$ cat config.mk
export PLATFORM = sky130hd
export DESIGN_NAME = thi_ram
export DESIGN_NICKNAME = d
export VERILOG_FILES = /design/src/rtl/core/timestamped_history_interpolator_assert.svh /design/src/rtl/core/thi_ram.sv
export SDC_FILE = /design/constraint.sdc
export NUM_CORES = 2
export LEC_CHECK = 0
export BUFFER_PORTS_ARGS = -buffer_cell sky130_fd_sc_hd__buf_2
export CORE_AREA = 5 5 632 634
export CTS_CLUSTER_SIZE = 20
export DETAILED_ROUTE_END_ITERATION = 8
export DIE_AREA = 0 0 637 639
export GPL_TIMING_DRIVEN = 1
export RECOVER_POWER = 100
export SYNTH_ARGS = -nofsm -noshare
export SYNTH_HDL_FRONTEND = slang
export SYNTH_SLANG_ARGS = --single-unit
$ cat constraint.sdc
create_clock -name clk -period 7.9 [get_ports clk]
set_clock_uncertainty 0.1 [all_clocks]
set_input_delay 1.58 -clock clk [delete_from_list [all_inputs] [get_ports clk]]
set_output_delay 1.58 -clock clk [all_outputs]
set_load 0.05 [all_outputs]
$ cat src/rtl/core/timestamped_history_interpolator_assert.svh
// Assertion macros for the history interpolator.
`ifndef TIMESTAMPED_HISTORY_INTERPOLATOR_ASSERT_SVH
`define TIMESTAMPED_HISTORY_INTERPOLATOR_ASSERT_SVH

`ifndef ASSERT_OFF
`define ASSERT_IMPLY(name, clk_s, rst_s, ante, cons) \
  name: assert property (@(posedge clk_s) disable iff (rst_s) (ante) |-> (cons)) \
    else $error("same-cycle check failed");
`define ASSERT_NEXT(name, clk_s, rst_s, ante, cons) \
  name: assert property (@(posedge clk_s) disable iff (rst_s) (ante) |=> (cons)) \
    else $error("next-cycle check failed");
`else
`define ASSERT_IMPLY(name, clk_s, rst_s, ante, cons)
`define ASSERT_NEXT(name, clk_s, rst_s, ante, cons)
`endif

`endif

$ cat src/rtl/core/thi_ram.sv
`default_nettype none

module thi_ram #(
  parameter int WIDTH = 64,
  parameter int DEPTH = 64
) (
  input  wire logic                     clk,
  input  wire logic                     we,
  input  wire logic [$clog2(DEPTH)-1:0] waddr,
  input  wire logic [WIDTH-1:0]         wdata,
  input  wire logic [$clog2(DEPTH)-1:0] raddr,
  output logic      [WIDTH-1:0]         rdata
);

  logic [WIDTH-1:0] mem [DEPTH];

  always_ff @(posedge clk) begin
    if (we) begin
      mem[waddr] <= wdata;
    end
    rdata <= mem[raddr];
  end

endmodule

`default_nettype wire

* Word-level counts from Yosys, hierarchy flattened
Memory sizes are Yosys's and may differ from the RTL's. A register that Yosys moved wholly into a read port is not among the register bits. Cells that the tools add are included.
Word-level totals: flip-flop bits (word level) 0, memory bits (writable) 4096, input bits 78, output and inout bits 64, logic and storage cells 3, memories 1
Operators by class: multiplexer cells 2
Memory list:
- mem | depth 64, bits a word 64, read ports 1, clocked after memory_dff 1, write ports 1, line thi_ram.sv:15 | logic [WIDTH-1:0] mem [DEPTH];
Operators with widths (number):
- 1-bit 2-to-1 mux | 2

* Logic depth before layout (Yosys ltp)
word-level depth 2, depth in mapped cells 9, depth with buffers taken out 5

* Least setup slack after synthesis
Ideal clock, no wire load.
path type input-to-reg, start point input waddr[3], end point memory mem[48][0] (enable), setup time 0.564 ns, data arrival time 6.452 ns, required time 7.236 ns, setup slack 0.784 ns, stages 4, path buffers 1, cells stage by stage clkbuf_1 > nor2b_1 > nand4b_1 > nor3_1
RTL lines:
- start: declaration | line thi_ram.sv:9 | input wire logic [$clog2(DEPTH)-1:0] waddr,
- end: declaration | line thi_ram.sv:15
No word-level cell before the write port.

* Worst setup path after layout
start point input we, end point memory mem[36][30] (enable)
Between the ends: cells in the longest elaborated chain, start to end 2
RTL lines:
- start: declaration | line thi_ram.sv:8 | input wire logic we,
- 1-bit 2-to-1 mux | line thi_ram.sv:18 | if (we) begin
- 1-bit 2-to-1 mux (implied by the code) | line thi_ram.sv:19 | mem[waddr] <= wdata;
Every way passes these cells.

==> flow_summary.json <==
{
  "status": "complete, but fails checks",
  "failed_checks": "max-capacitance violations, max-slew violations",
  "die_width_um": 637,
  "leakage_nw": 54.4,
  "tritonroute_pass_1_iters": 8,
  "max-vdd-ir-drop_mv": 0.186,
  "routed-via-count": 74300,
  "synth-seq-area-share_pct": 79.5,
  "syn2layout_area_growth_pct": 13.4,
  "finalInstanceArea_um2": 177000,
  "sequentialPowerShare_pct": 52.8,
  "end_kind": "flip-flop",
  "worstPathMaxFanout": 24,
  "core_region_area_um2": 394000,
  "switching_share_pct": 21.2,
  "cp-start-kind": "input port",
  "relative_contribution_of_the_clock_network_to_total_power_pct": 42.5,
  "port_buffers": 141,
  "power.density_cell_area_nw_per_um2": 263,
  "synth_cells": 6598,
  "post_drt_wl_per_cell_um": 33.7,
  "floorplan.rows": 231,
  "report.power.total_mw": 46.7,
  "nets": 7070,
  "dpl_worst_slack_ps": 2710,
  "clock_tree.htree_level_count": 5,
  "cts_hold_repair.buffers": 0,
  "worst-endpoint-required_ps": 8290,
  "hold_slack_ps": 722,
  "drt_first_iter_violations": 9110,
  "final_layout_size_suffix_gt1_share_pct": 25.0,
  "intPower_mw": 36.8,
  "fill_cell_total_of_the_finished_layout": 32700,
  "ff2ff_setup_slack_ps": 5570,
  "drc": 0,
  "clk_tree_root_cell": "clkbuf_16",
  "die-area_um2": 407000,
  "worstReg2RegStart": "mem[12][2]",
  "postPlaceCellArea_um2": 164000,
  "maxSlewHeadroom_pct": -200,
  "path_class": "input port to flip-flop",
  "sequential_cell_area_um2": 124000,
  "grt_use_total_pct": 20.6,
  "detailed_place_hpwl_um": 233000,
  "timing.reg2reg.worst_path_depth": 5,
  "clock_latency_on_the_worst_skew_pair_ps": 950,
  "first_pass_grt_wire_length_um": 598000,
  "buffers_inserted_by_post_cts_timing_repair": 0,
  "multi_input_comb_area_um2": 30400,
  "count_of_final_hold_check_violations": 0,
  "drt.antenna.violating_nets": 0,
  "max_freq_ghz": 0.166,
  "clockBufferDepth": 4,
  "globalplace.congestion": 0.776,
  "cts_inserted_buffers": 419,
  "min_delay_worst_endpoint": "rdata[18]",
  "grt_ovf": 0,
  "ys_ff_latch": 4160,
  "hold_crit_path_type": "flip-flop to flip-flop",
  "maxCapViolCount": 164,
  "ys_warn_count": 0,
  "grt_setup_unrepaired": "false",
  "fp.dieH_um": 639,
  "clock_sinks": 4160,
  "post_cts.resized_instances": 0,
  "syn-mean-instance-area_um2": 23.7,
  "antenna_found_initial": 33,
  "tritoncts": "done",
  "vias_per_cell": 5.89,
  "net-switching-power_mw": 9.92,
  "initial_core_util_pct": 39.7,
  "syn-num-nets": 6676,
  "clkSlewWorstSetupHoldPaths_ps": 60,
  "grt_start_max_net_pins": 121,
  "timing.final.ws_setup_ps": 1860,
  "timing.rr.end": "rdata[2]",
  "depth_of_the_worst_hold_timing_path": 4,
  "wl_um": 425000,
  "worstMarginPinSlew_ps": 4500,
  "setup_violations": 0,
  "final.period_utilization_pct": 76.5,
  "synthesis.area_um2": 156000,
  "synth_cell_types": 33,
  "min-delay-start": "mem[39][18]",
  "combPwrFrac_pct": 4.7,
  "worst_ep_arrival_time_ps": 6430,
  "layout_min_cycle_time_ps": 6040,
  "floorplan.io_pins": 142,
  "slew_viol_final": 6946,
  "vias_in_the_first_global_route": 76000,
  "summed_negative_setup_slack_over_all_endpoints_ps": 0
}
==> worst max-delay path, cell delays in order <==
cell      delay [ps]
clkbuf_1         490
nor2b_1          340
nand2_1          340
nor2_1          1520
clkbuf_1        2080
==> final cells by class <==
type	instances	share of cell area, %
well taps	5242	3.70
inverters	19	0.0402
flip-flops and latches	4160	70.1
diodes	17	0.0240
clock inverters	235	1.37
multi-input cells	2049	17.2
repair buffers	343	1.18
clock buffers	544	6.41
==> logic make-up after synthesis <==
group / after synthesis / share of synthesized area, %
AND/OR/NAND/NOR: 386 / 1.24
multiplexers: 1159 / 15.6
buffers and inverters: 389 / 1.18
AO/OA/AOI/OAI: 504 / 2.48
flip-flops: 4160 / 79.5
==> through the flow <==
stage	std cells	utilization, %
after floorplan	6598	-
after global placement	11800	41.7
after detailed placement	11800	41.7
after CTS	12600	45.2
after global routing	12600	45.0
final	12600	45.0
==> synthesized netlist by cell type <==
cell type / instances / area (µm²)
edfxtp_1: 4096 / 123000
mux4_2: 1024 / 23100
buf_2: 170 / 851
a22oi_1: 168 / 1260
clkbuf_1: 140 / 526
mux2i_1: 135 / 1350
nor2_1: 112 / 420
a22o_1: 88 / 771
o22ai_1: 83 / 519
and3_1: 64 / 400
dfxtp_1: 64 / 1280
a211oi_1: 63 / 473
nand2_1: 58 / 218
nand3_1: 45 / 225
o221ai_1: 38 / 333
buf_4: 34 / 255
or3_1: 29 / 181
nor2b_1: 28 / 175
or2_2: 28 / 175
a41oi_1: 26 / 228
buf_1: 20 / 75.1
a2bb2oi_1: 19 / 166
inv_1: 19 / 71.3
a31oi_1: 18 / 113
nand2b_1: 11 / 68.8
buf_6: 6 / 67.6
and2_1: 3 / 18.8
nand3b_1: 2 / 15.0
nand4_1: 2 / 12.5
nor3_1: 2 / 10.0
a31o_1: 1 / 8.76
nand4b_1: 1 / 8.76
or3b_2: 1 / 8.76
==> worst max path at each step <==
| stage | startpoint | endpoint |
|---|---|---|
| global route | we | mem[26][40] |
| finish | we | mem[36][30] |
| floorplan | waddr[3] | mem[48][0] |
| CTS | waddr[1] | mem[59][31] |
| global placement | waddr[1] | mem[59][22] |
| detailed placement | waddr[1] | mem[15][41] |
==> power groups by stage <==
stage	registers, mW	clock network (mW)	logic, mW
finish	24.6	19.9	2.21
global route	24.6	21.1	2.34
CTS	24.6	20.2	2.27
detailed placement	25.1	0	2.27
global placement	25.1	0	2.24
floorplan	25.1	0	1.14
==> flip-flops by register name (all words and copies together) (netlist names) <==
signal  flops
mem      4096
rdata      64
==> per-layer routing <==
layer  share of wire (%)  vias up  GRT usage, %
li1                    -    29300             -
met1                  40    40800          28.9
met2                  48     3439          33.2
met3                 8.3      680          3.71
met4                 3.3       16          6.11
met5               0.022        -             0
==> layout by cell type (no fill, tap or decap), drive strengths merged, types with 58 or more instances in the layout <==
| cell | instances |
|---|---|
| clkinv | 163 |
| dfxtp | 64 |
| nand2 | 58 |
| mux4 | 1024 |
| a211oi | 63 |
| nor2 | 112 |
| and3 | 64 |
| buf | 138 |
| o22ai | 83 |
| mux2i | 135 |
| a22o | 88 |
| clkbuf | 749 |
| a22oi | 168 |
| edfxtp | 4096 |
(Power assumes the default switching activity.)
